===== config.mk =====
export PLATFORM = sky130hd
export DESIGN_NAME = ddo_ctrl
export DESIGN_NICKNAME = d
export VERILOG_FILES = /design/src/design/ddo_pkg.sv /design/src/design/ddo_ctrl.sv
export SDC_FILE = /design/constraint.sdc
export NUM_CORES = 1
export LEC_CHECK = 0
export BUFFER_PORTS_ARGS = -buffer_cell sky130_fd_sc_hd__buf_4
export CORE_AREA = 10 10 47 49
export CTS_CLUSTER_SIZE = 28
export DETAILED_ROUTE_END_ITERATION = 7
export DIE_AREA = 0 0 57 59
export PLACE_DENSITY_LB_ADDON = 0.08
export SLEW_MARGIN = 20
export SYNTH_ARGS = -nofsm -noshare
export SYNTH_HDL_FRONTEND = slang
export SYNTH_SLANG_ARGS = --single-unit
export TNS_END_PERCENT = 30

===== constraint.sdc =====
create_clock -name clk -period 2.09 [get_ports clk]
set_clock_uncertainty 0.1 [all_clocks]
set_input_delay 0.1045 -clock clk [delete_from_list [all_inputs] [get_ports clk]]
set_output_delay 0.1045 -clock clk [all_outputs]
set_load 0.1 [all_outputs]

===== src/design/ddo_pkg.sv =====
`timescale 1ns / 1ps
// ----------------------------------------------------------------------------
// ddo_pkg
// types, constants and tables shared by the odometry block
// ----------------------------------------------------------------------------
package ddo_pkg;

    localparam int unsigned CordicStepsDefault = 24;
    localparam logic [31:0] MptReset  = 32'd2066524;
    localparam logic [31:0] IwbReset  = 32'd48629616;
    localparam logic [31:0] GainQ32   = 32'd2608131497;
    localparam logic [29:0] BaPerRadQ16 = 30'd683565276;
    localparam logic [19:0] UsPerS    = 20'd1000000;

    localparam logic [0:0] RegMpt = 1'b0;
    localparam logic [0:0] RegIwb = 1'b1;

    typedef struct packed {
        logic signed [31:0] left_count;
        logic signed [31:0] right_count;
        logic [23:0]        elapsed_us;
    } ddo_in_t;

    typedef struct packed {
        logic signed [31:0] pos_x;
        logic signed [31:0] pos_y;
        logic signed [31:0] heading;
        logic signed [31:0] linear_speed;
        logic signed [31:0] angular_speed;
        logic               speed_valid;
    } ddo_out_t;

    typedef enum logic [3:0] {
        ST_IDLE, ST_LDIST, ST_RDIST, ST_TURN, ST_ANGLE, ST_GAIN,
        ST_CORDIC, ST_LDIV, ST_ADIV, ST_DONE
    } ddo_state_t;

    typedef struct packed {
        logic load;
        logic step;
        logic init_cordic;
        logic init_ldiv;
        logic init_adiv;
        logic commit;
    } ddo_cmd_t;

    typedef struct packed {
        logic cordic_last;
        logic div_last;
    } ddo_sts_t;

    function automatic logic [31:0] atan_ba(input logic [4:0] i);
        logic [31:0] r;
        begin
            case (i)
                5'd0: r = 32'd536870912;
                5'd1: r = 32'd316933406;
                5'd2: r = 32'd167458907;
                5'd3: r = 32'd85004756;
                5'd4: r = 32'd42667331;
                5'd5: r = 32'd21354465;
                5'd6: r = 32'd10679838;
                5'd7: r = 32'd5340245;
                5'd8: r = 32'd2670163;
                5'd9: r = 32'd1335087;
                5'd10: r = 32'd667544;
                5'd11: r = 32'd333772;
                5'd12: r = 32'd166886;
                5'd13: r = 32'd83443;
                5'd14: r = 32'd41722;
                5'd15: r = 32'd20861;
                5'd16: r = 32'd10430;
                5'd17: r = 32'd5215;
                5'd18: r = 32'd2608;
                5'd19: r = 32'd1304;
                5'd20: r = 32'd652;
                5'd21: r = 32'd326;
                5'd22: r = 32'd163;
                5'd23: r = 32'd81;
                5'd24: r = 32'd41;
                5'd25: r = 32'd20;
                5'd26: r = 32'd10;
                5'd27: r = 32'd5;
                5'd28: r = 32'd3;
                5'd29: r = 32'd1;
                5'd30: r = 32'd1;
                default: r = 32'd0;
            endcase
            return r;
        end
    endfunction

endpackage


===== src/design/ddo_ctrl.sv =====
`timescale 1ns / 1ps
// ----------------------------------------------------------------------------
// ddo_ctrl
// sequencer for one odometry update
// ----------------------------------------------------------------------------
module ddo_ctrl
    import ddo_pkg::*;
(
    input  logic     clk,
    input  logic     rst_n,
    input  logic     in_fire,
    input  logic     out_busy,
    input  ddo_sts_t sts,
    output ddo_cmd_t cmd,
    output logic     busy
);

    ddo_state_t state_reg;
    ddo_state_t state_next;

    always_ff @(posedge clk or negedge rst_n)
    begin
        if (!rst_n)
        begin
            state_reg <= ST_IDLE;
        end
        else
        begin
            state_reg <= state_next;
        end
    end

    always_comb
    begin
        state_next = state_reg;
        cmd = '0;
        case (state_reg)
            ST_IDLE:
            begin
                if (in_fire)
                begin
                    cmd.load = 1'b1;
                    state_next = ST_LDIST;
                end
            end
            ST_LDIST:
            begin
                cmd.step = 1'b1;
                state_next = ST_RDIST;
            end
            ST_RDIST:
            begin
                cmd.step = 1'b1;
                state_next = ST_TURN;
            end
            ST_TURN:
            begin
                cmd.step = 1'b1;
                state_next = ST_ANGLE;
            end
            ST_ANGLE:
            begin
                cmd.step = 1'b1;
                state_next = ST_GAIN;
            end
            ST_GAIN:
            begin
                cmd.init_cordic = 1'b1;
                state_next = ST_CORDIC;
            end
            ST_CORDIC:
            begin
                cmd.step = 1'b1;
                if (sts.cordic_last)
                begin
                    cmd.init_ldiv = 1'b1;
                    state_next = ST_LDIV;
                end
            end
            ST_LDIV:
            begin
                cmd.step = 1'b1;
                if (sts.div_last)
                begin
                    cmd.init_adiv = 1'b1;
                    state_next = ST_ADIV;
                end
            end
            ST_ADIV:
            begin
                cmd.step = 1'b1;
                if (sts.div_last)
                begin
                    state_next = ST_DONE;
                end
            end
            ST_DONE:
            begin
                if (!out_busy)
                begin
                    cmd.commit = 1'b1;
                    state_next = ST_IDLE;
                end
            end
            default: state_next = ST_IDLE;
        endcase
    end

    assign busy = (state_reg != ST_IDLE);

    a_load_idle: assert property (@(posedge clk) disable iff (!rst_n)
        cmd.load |-> state_reg == ST_IDLE)
        else $error("load outside idle");
    a_commit_free: assert property (@(posedge clk) disable iff (!rst_n)
        cmd.commit |-> !out_busy)
        else $error("commit over pending beat");
    a_load_next: assert property (@(posedge clk) disable iff (!rst_n)
        cmd.load |=> state_reg == ST_LDIST)
        else $error("load did not start");

endmodule


==> results.yml, run 1 <==
sta:
  grt_setup_unrepaired: "no"
  final.setup.tns_ps: 0
  minimum_period_implied_by_the_final_worst_setup_slack_ps: 1760
  hold_violations: 0
  final.period_utilization: 0.844
  tightest_slew_ps: 347
  worst_slack_ps: 325
  timing.final.max_slew_violations: 0
  timing.fmax_mhz: 567
  setup_viol: 0
  max-slew-margin-rel: 0.769
synth:
  syn-mean-instance-area_sq_um: 8.33
  share_of_the_synthesized_area_in_the_top_cell_type: 0.273
  synthCells: 44
  postSynthRegisterBits: 4
  synth_area_leader_cell: "sky130_fd_sc_hd__dfrtp_1"
  ys.warnings.count: 0
  yosysSeqAreaShare: 0.273
  synth.lib_cells_used.distinct: 27
  syn_nets: 50
  post_synth_main_area_contributors: "sky130_fd_sc_hd__dfrtp_1 (27%), sky130_fd_sc_hd__a21oi_1 (5.5%), sky130_fd_sc_hd__nor2_1 (5.1%)"
  synth_area_sq_um: 367
clock_tree:
  cts.htree.levels: 1
  cts_resized: 0
  clock_tree_from_tritoncts: "done"
  postCtsHoldBufs: 1
  worst_skew_pair.late_latency_ps: 230
  clkTransAtPathRegs_ps: 40
  clk_path_buf_depth: 2
  clock_sink_count: 4
  cts_root_buf: "sky130_fd_sc_hd__clkbuf_4"
  clock_buffers_created_by_tritoncts: 3
  post-cts-setup-buffers: 0
cells_and_area:
  finish.utilization: 0.355
  num-nets-final: 66
  multi_input_area_sq_um: 225
  largest_reg_flops: 4
  layout-drive-gt1-share: 0.362
  postLayoutCellArea_sq_um: 498
  areaGrowthSynthToFinish_pct: 35.8
  layout.cells.most_common: "sky130_fd_sc_hd__buf_4"
  antenna_cells: 0
  fillCellCount: 162
  layout_common_cells: "sky130_fd_sc_hd__buf_4 (14), sky130_fd_sc_hd__nor2_1 (5), sky130_fd_sc_hd__inv_1 (4), sky130_fd_sc_hd__a21oi_1 (4), sky130_fd_sc_hd__dfrtp_1 (4)"
  regArea_sq_um: 100
worst_setup_path:
  setup.worst_path.end_class: "flip-flop"
  critPathArrivalTime_ps: 1770
  critical_path_class: "flip-flop to flip-flop"
  worst_setup_path_start_kind: "flip-flop"
  worst_path_required_time_ps: 2090
  crit_path_max_fanout: 12
job:
  max_cap_violations: 0
worst_hold_path:
  min_path_type: "input port to flip-flop"
place:
  gp_congestion: 0.708
  dp_slack_ps: 318
  detailed_placement_hpwl_um: 828
  io_buffers: 12
  placement.cell_area_sq_um: 465
floorplan:
  top_level_ports: 13
  die-area_sq_um: 3360
  initial_core_util: 0.262
  chipHeight_um: 59
  chipWidth_um: 57
  placeableCoreArea_sq_um: 1400
  placement_rows: 14
grt:
  gr-total-overflow: 0
  via_count_of_the_first_global_routing_pass: 372
  grt_max_degree: 13
  number_of_antenna_violations_at_the_first_check_in_global_routing: 0
  grt_pass1_wl_um: 1680
  grtUsageTotal: 0.0611
route:
  route.antenna.remaining_nets: 0
  route.detailed.drc: 0
  route.vias.total: 370
  wl_um: 971
  first_iter_violations: 3
  route.detailed.wl_per_inst_um: 13.1
  drt-pass1-iter-count: 4
  routed_via_density: 5.00
run_status:
  status: "complete, no violations"
routing by layer:
metal / share of wire / wire [um] / global-route usage / vias to the layer above
li1: - / - / - / 187
met1: 0.40 / 384 / 0.0635 / 176
met2: 0.53 / 515 / 0.107 / 7
met3: 0.073 / 71 / 0.0279 / 0
met4: 0 / 0 / 0.0201 / 0
met5: 0 / 0 / 0 / -
logic make-up after synthesis:
family	after synthesis	share of synthesized area
and+or+nand+nor	19	0.321
muxes	1	0.0307
DFF	4	0.273
AOI/OAI and AO/OA	12	0.249
buffers and inverters	8	0.126
critical path, cell delays in order (launching register included):
cell	delay, ps
sky130_fd_sc_hd__dfrtp_1	540
sky130_fd_sc_hd__nand2b_1	180
sky130_fd_sc_hd__or3_1	390
sky130_fd_sc_hd__o221ai_2	100
sky130_fd_sc_hd__mux2_1	340
worst paths after layout:
kind / start / slack (ps) / cells past startpoint / endpoint
setup / recovery: state_reg[0]$_DFFE_PN0P_ / 330 / 4 / state_reg[0]$_DFFE_PN0P_
hold / removal: sts[0] / 90 / 3 / state_reg[3]$_DFFE_PN0P_
setup reg to reg: state_reg[0]$_DFFE_PN0P_ / 330 / 4 / state_reg[0]$_DFFE_PN0P_
hold reg to reg: state_reg[2]$_DFFE_PN0P_ / 540 / 2 / state_reg[3]$_DFFE_PN0P_
max in group asynchronous: rst_n / 1680 / 2 / state_reg[0]$_DFFE_PN0P_
min in group asynchronous: rst_n / 110 / 2 / state_reg[3]$_DFFE_PN0P_
synthesized netlist by cell type:
cell type,count
sky130_fd_sc_hd__and4bb_2,1
sky130_fd_sc_hd__nand3_1,1
sky130_fd_sc_hd__a21o_1,1
sky130_fd_sc_hd__buf_2,1
sky130_fd_sc_hd__nand2_1,1
sky130_fd_sc_hd__nor3_1,2
sky130_fd_sc_hd__o2bb2ai_1,1
sky130_fd_sc_hd__nand4b_1,1
sky130_fd_sc_hd__or4_1,1
sky130_fd_sc_hd__dfrtp_1,4
sky130_fd_sc_hd__o31a_1,1
sky130_fd_sc_hd__nor2b_1,1
sky130_fd_sc_hd__inv_1,4
sky130_fd_sc_hd__o22ai_1,1
sky130_fd_sc_hd__and3_1,1
sky130_fd_sc_hd__a21oi_1,4
sky130_fd_sc_hd__o221ai_2,1
sky130_fd_sc_hd__buf_4,2
sky130_fd_sc_hd__nor2_1,5
sky130_fd_sc_hd__nor4_1,1
sky130_fd_sc_hd__or3_1,1
sky130_fd_sc_hd__nand2b_1,2
sky130_fd_sc_hd__nand2b_4,1
sky130_fd_sc_hd__buf_6,1
sky130_fd_sc_hd__o21a_1,1
sky130_fd_sc_hd__mux2_1,1
sky130_fd_sc_hd__a211o_1,2
per-stage QoR:
stage	hold WS, ps	instances
floorplan	-291	44
CTS	100	74
detailed placement	-199	70
global route	112	74
finish	94.4	74
global placement	-199	70
cell type report:
type / instances / area share
Sequential cell: 4 / 0.201
Timing Repair Buffer: 15 / 0.231
Multi-Input combinational cell: 32 / 0.452
Tap cell: 16 / 0.0402
Inverter: 4 / 0.0302
Clock buffer: 3 / 0.0452
Power of run 1 is left out: the tool's default activity adds up to more than one toggle a clock period on the data nets, which glitch-free logic cannot reach.
==> run 2, diff against run 1 <==
==> constraint.sdc (replaced) <==
create_clock -name clk -period 1.55 [get_ports clk]
set_clock_uncertainty 0.1 [all_clocks]
set_input_delay 0.0775 -clock clk [delete_from_list [all_inputs] [get_ports clk]]
set_output_delay 0.0775 -clock clk [all_outputs]
set_load 0.1 [all_outputs]
==> run 2 against run 1 <==
Compared with the run above:
- the run now ends with negative setup slack left
- critical path depth rose by 1
- cell area rose by 61%
- global-route usage rose by 1.8 points
- sequential share of layout area fell by 7.3 points
- die area did not move
- via count rose by 20%
- first-iteration DRC count rose by 33%
- critical path type is now flip-flop to output pin
- critical endpoint is now cmd[4]
==> results.yml, run 2 (synthesized netlist as in run 1, its figures left out) <==
floorplan:
  top_level_ports: 13
  initial_core_util: 0.262
  chipWidth_um: 57
  chipHeight_um: 59
  die-area_sq_um: 3360
  placement_rows: 14
  placeableCoreArea_sq_um: 1400
cells_and_area:
  num-nets-final: 83
  layout_common_cells: "sky130_fd_sc_hd__buf_4 (20), sky130_fd_sc_hd__buf_12 (6), sky130_fd_sc_hd__buf_6 (5)"
  layout.cells.most_common: "sky130_fd_sc_hd__buf_4"
  finalNonFillerCells: 91
  fillCellCount: 133
  areaGrowthSynthToFinish_pct: 118
  antenna_cells: 0
  largest_reg_flops: 4
  layout-drive-gt1-share: 0.680
place:
  io_buffers: 12
  detailed_placement_hpwl_um: 940
  dp_cells: 85
  dp_slack_ps: -61.0
  gp_congestion: 0.772
worst_setup_path:
  path_cells: "nand2b_4 -> buf_6 -> o21a_1 -> o22ai_4 -> buf_12"
  slowest_delay_ps: 390
  worst_path_required_time_ps: 1370
  path_buf_inv: 2
  worst_setup_path_start_kind: "flip-flop"
  critical_path_class: "flip-flop to output pin"
  worst_path_dominant_cell_family: "flip-flops"
  crit_path_max_fanout: 3
  crit_path_top_delay_cell: "sky130_fd_sc_hd__dfrtp_1"
  critPathArrivalTime_ps: 1450
  setup.worst_path.end_class: "output pin"
sta:
  timing.fmax_mhz: 616
  setup_viol: 2
  hold_violations: 0
  minimum_hold_slack_ps: 61.6
  max-slew-margin-rel: 0.815
  final.setup.tns_ps: -78.3
  worst_slack_ps: -73.8
  timing.final.max_slew_violations: 0
  minimum_period_implied_by_the_final_worst_setup_slack_ps: 1620
  grt_setup_unrepaired: "yes"
  final.period_utilization: 1.05
  tightest_slew_ps: 280
route:
  routed_via_density: 4.87
  route.vias.total: 443
  wl_um: 1210
  route.antenna.remaining_nets: 0
  drt-pass1-iter-count: 4
  route.detailed.drc: 0
  route.detailed.wl_per_inst_um: 13.3
  first_iter_violations: 4
worst_hold_path:
  min_path_type: "input port to flip-flop"
job:
  max_cap_violations: 0
clock_tree:
  clock_tree_from_tritoncts: "done"
  cts.htree.levels: 1
  clock_buffers_created_by_tritoncts: 3
  clk_path_buf_depth: 2
  worst_skew_pair.late_latency_ps: 240
  clock_sink_count: 4
  clkTransAtPathRegs_ps: 40
  cts_root_buf: "sky130_fd_sc_hd__clkbuf_4"
grt:
  number_of_antenna_violations_at_the_first_check_in_global_routing: 0
  gr-total-overflow: 0
  grt_max_degree: 8
  via_count_of_the_first_global_routing_pass: 497
  grt_pass1_wl_um: 2200
  grtUsageTotal: 0.0790
run_status:
  status: "finished, violations left"
  failed_checks: "negative setup slack"
run 2: changes by cell type in the layout (fill, tap and decap cells not counted), sizes merged:
cell / before / now
buf: 14 / 31
run 2: path summary, 6_finish.rpt:
check | startpoint | end | slack, ps | depth (start not counted)
worst max-delay path | state_reg[2]$_DFFE_PN0P_ | cmd[4] | -70 | 5
worst min-delay path | sts[0] | state_reg[3]$_DFFE_PN0P_ | 60 | 3
worst max register to register | state_reg[1]$_DFFE_PN0P_ | state_reg[0]$_DFFE_PN0P_ | 0 | 4
worst min register to register | state_reg[0]$_DFFE_PN0P_ | state_reg[3]$_DFFE_PN0P_ | 550 | 2
max in group asynchronous | rst_n | state_reg[0]$_DFFE_PN0P_ | 1160 | 2
min in group asynchronous | rst_n | state_reg[3]$_DFFE_PN0P_ | 70 | 2
run 2: what timing repair did:
item,in CTS,in global routing
hold buffers,1,0
setup buffers,2,0
gates resized for setup,29,5
endpoints found under the hold margin,4,0
pin swaps,5,1
setup endpoints to repair,9,9
run 2: metal layers:
| layer | vias up | share of wire | GRT usage |
|---|---|---|---|
| li1 | 227 | - | - |
| met2 | 9 | 0.53 | 0.140 |
| met3 | 0 | 0.054 | 0.0365 |
| met1 | 207 | 0.42 | 0.0864 |
| met5 | - | 0 | 0 |
| met4 | 0 | 0 | 0.0101 |
run 2: final cells by class:
type	instances	area, sq um	area share
inverter	4	15.0	0.0188
timing repair buffer	32	337	0.421
multi-input combinational	32	303	0.379
sequential	4	103	0.128
clock buffer	3	22.5	0.0282
tap	16	20.0	0.0250
run 2: worst register-to-register path, delay by kind of cell, from the launching register on:
kind	cells	cell delay, ps
multiplexers	1	320
flip-flops	1	390
AO/OA/AOI/OAI	2	480
buffers and inverters	1	140
run 2: per-stage QoR:
step | instance area [sq um] | util
after floorplan | 409 | -
after global placement | 616 | 0.439
after detailed placement | 616 | 0.439
after CTS | 782 | 0.558
after global routing | 800 | 0.571
final | 800 | 0.571
Power of run 2 is left out for the same reason.
==> run 3, diff against run 2 <==
==> constraint.sdc (replaced) <==
create_clock -name clk -period 1.5 [get_ports clk]
set_clock_uncertainty 0.1 [all_clocks]
set_input_delay 0.075 -clock clk [delete_from_list [all_inputs] [get_ports clk]]
set_output_delay 0.075 -clock clk [all_outputs]
set_load 0.1 [all_outputs]
==> run 3 against run 2 <==
Compared with the run above:
- the flow still finishes with violations (negative setup slack)
- worst hold slack better by 7.3 ps
- sequential share of layout area rose by 0.081 points
- critical path depth did not move
- global-route usage is 0.33 points higher
- utilization is 0.36 points lower
- cell count rose by 1.1%
- die area did not move
- flip-flop and latch count unchanged
- largest cell class unchanged
- highest routed layer unchanged
- cell area fell by 0.63%
- critical endpoint unchanged
- non-clock buffer count grew 1
==> results.yml, run 3 (synthesized netlist as in run 1, its figures left out) <==
floorplan:
  chipHeight_um: 59
  placeableCoreArea_sq_um: 1400
  top_level_ports: 13
  placement_rows: 14
  die-area_sq_um: 3360
  chipWidth_um: 57
  initial_core_util: 0.262
sta:
  setup_viol: 9
  tightest_slew_ps: 280
  worst_slack_ps: -95.3
  final.period_utilization: 1.06
  grt_setup_unrepaired: "yes"
  minimum_hold_slack_ps: 68.9
  timing.fmax_mhz: 627
  hold_violations: 0
  minimum_period_implied_by_the_final_worst_setup_slack_ps: 1600
  timing.final.max_slew_violations: 0
  max-slew-margin-rel: 0.815
worst_setup_path:
  path_buf_inv: 2
  path_cells: "buf_6 -> nand2b_4 -> o21a_1 -> o22ai_4 -> buf_12"
  worst_path_required_time_ps: 1320
  slowest_delay_ps: 450
  crit_path_max_fanout: 6
  worst_path_dominant_cell_family: "flip-flops"
  crit_path_top_delay_cell: "sky130_fd_sc_hd__dfrtp_2"
  worst_setup_path_start_kind: "flip-flop"
  critical_path_class: "flip-flop to output pin"
  setup.worst_path.end_class: "output pin"
  cp-startpoint: "state_reg[3]$_DFFE_PN0P_"
  critPathArrivalTime_ps: 1420
  r2r_start: "state_reg[1]$_DFFE_PN0P_"
grt:
  grt_pass1_wl_um: 2290
  gr-total-overflow: 0
  grtUsageTotal: 0.0822
  grt.busiest_layer: "met2"
  grt_use_met2: 0.155
  met3_usage: 0.0343
  grt_max_degree: 9
  groute.layer.met1.usage: 0.0846
  number_of_antenna_violations_at_the_first_check_in_global_routing: 0
  via_count_of_the_first_global_routing_pass: 517
route:
  route.vias.total: 444
  first_iter_violations: 2
  routed_via_density: 4.83
  route.detailed.wl_per_inst_um: 14.2
  route.detailed.drc: 0
  wl_um: 1300
  route.antenna.remaining_nets: 0
  drt-pass1-iter-count: 4
cells_and_area:
  layout-drive-gt1-share: 0.645
  areaGrowthSynthToFinish_pct: 117
  layout.cells.most_common: "sky130_fd_sc_hd__buf_4"
  antenna_cells: 0
  largest_reg_flops: 4
  regArea_sq_um: 103
  fillCellCount: 129
  num-nets-final: 84
  multi_input_area_sq_um: 290
  layout_common_cells: "sky130_fd_sc_hd__buf_4 (21), sky130_fd_sc_hd__buf_12 (6), sky130_fd_sc_hd__buf_6 (5)"
  finish.utilization: 0.567
place:
  gp_congestion: 0.775
  io_buffers: 12
  detailed_placement_hpwl_um: 1040
clock_tree:
  cts_root_buf: "sky130_fd_sc_hd__clkbuf_4"
  clock_tree_from_tritoncts: "done"
  worst_skew_pair.late_latency_ps: 230
  clk_path_buf_depth: 2
  cts.htree.levels: 1
  clkTransAtPathRegs_ps: 40
  clock_buffers_created_by_tritoncts: 3
  clock_sink_count: 4
run_status:
  failed_checks: "negative setup slack"
  status: "finished, violations left"
worst_hold_path:
  min_path_type: "input port to flip-flop"
  origin_of_the_worst_min_delay_path: "sts[0]"
job:
  max_cap_violations: 0
-- run 3: cell types whose count changed in the layout (fill, tap and decap cells not counted), sizes merged --
cell	before	now
buf	31	32
-- run 3: cell type report --
class | count | share of cell area
Tap cell | 16 | 0.0252
Multi-Input combinational cell | 32 | 0.365
Clock buffer | 3 | 0.0283
Inverter | 4 | 0.0189
Timing Repair Buffer | 33 | 0.433
Sequential cell | 4 | 0.129
-- run 3: worst paths after layout --
path                            cells after the start  slack [ps]                  endpoint
worst max-delay path                                5        -100                    cmd[4]
worst min-delay path                                3          70  state_reg[3]$_DFFE_PN0P_
worst max register to register                      4         -90  state_reg[0]$_DFFE_PN0P_
worst min register to register                      1         510  state_reg[0]$_DFFE_PN0P_
max in group asynchronous                           2        1110  state_reg[0]$_DFFE_PN0P_
min in group asynchronous                           2          80  state_reg[3]$_DFFE_PN0P_
-- run 3: routing by layer --
metal  share of wire  vias to the layer above
met2            0.54                        9
li1                -                      224
met4               0                        0
met1            0.41                      211
met3           0.052                        0
met5               0                        -
-- run 3: timing repair --
item / CTS / global route
pin swaps: 7 / 1
endpoints found under the hold margin: 4 / 0
gates resized for setup: 31 / 0
hold buffers: 1 / 0
setup buffers: 3 / 0
setup endpoints to repair: 10 / 11
-- run 3: metrics by stage --
stage / setup slack, ps / TNS [ps] / cell area [sq um] / std cells
after floorplan: -202 / -737 / 409 / 44
after global placement: -133 / -260 / 616 / 85
after detailed placement: -127 / -314 / 616 / 85
after CTS: -98.9 / -535 / 795 / 92
after global routing: -156 / -1150 / 795 / 92
final: -95.3 / -491 / 795 / 92
-- run 3: worst reg2reg max path, stage by stage, from the launching register on --
cell                       delay, ps
sky130_fd_sc_hd__dfrtp_1         390
sky130_fd_sc_hd__buf_6           140
sky130_fd_sc_hd__o31a_1          290
sky130_fd_sc_hd__o221ai_2        200
sky130_fd_sc_hd__mux2_1          350
Power of run 3 is left out for the same reason.
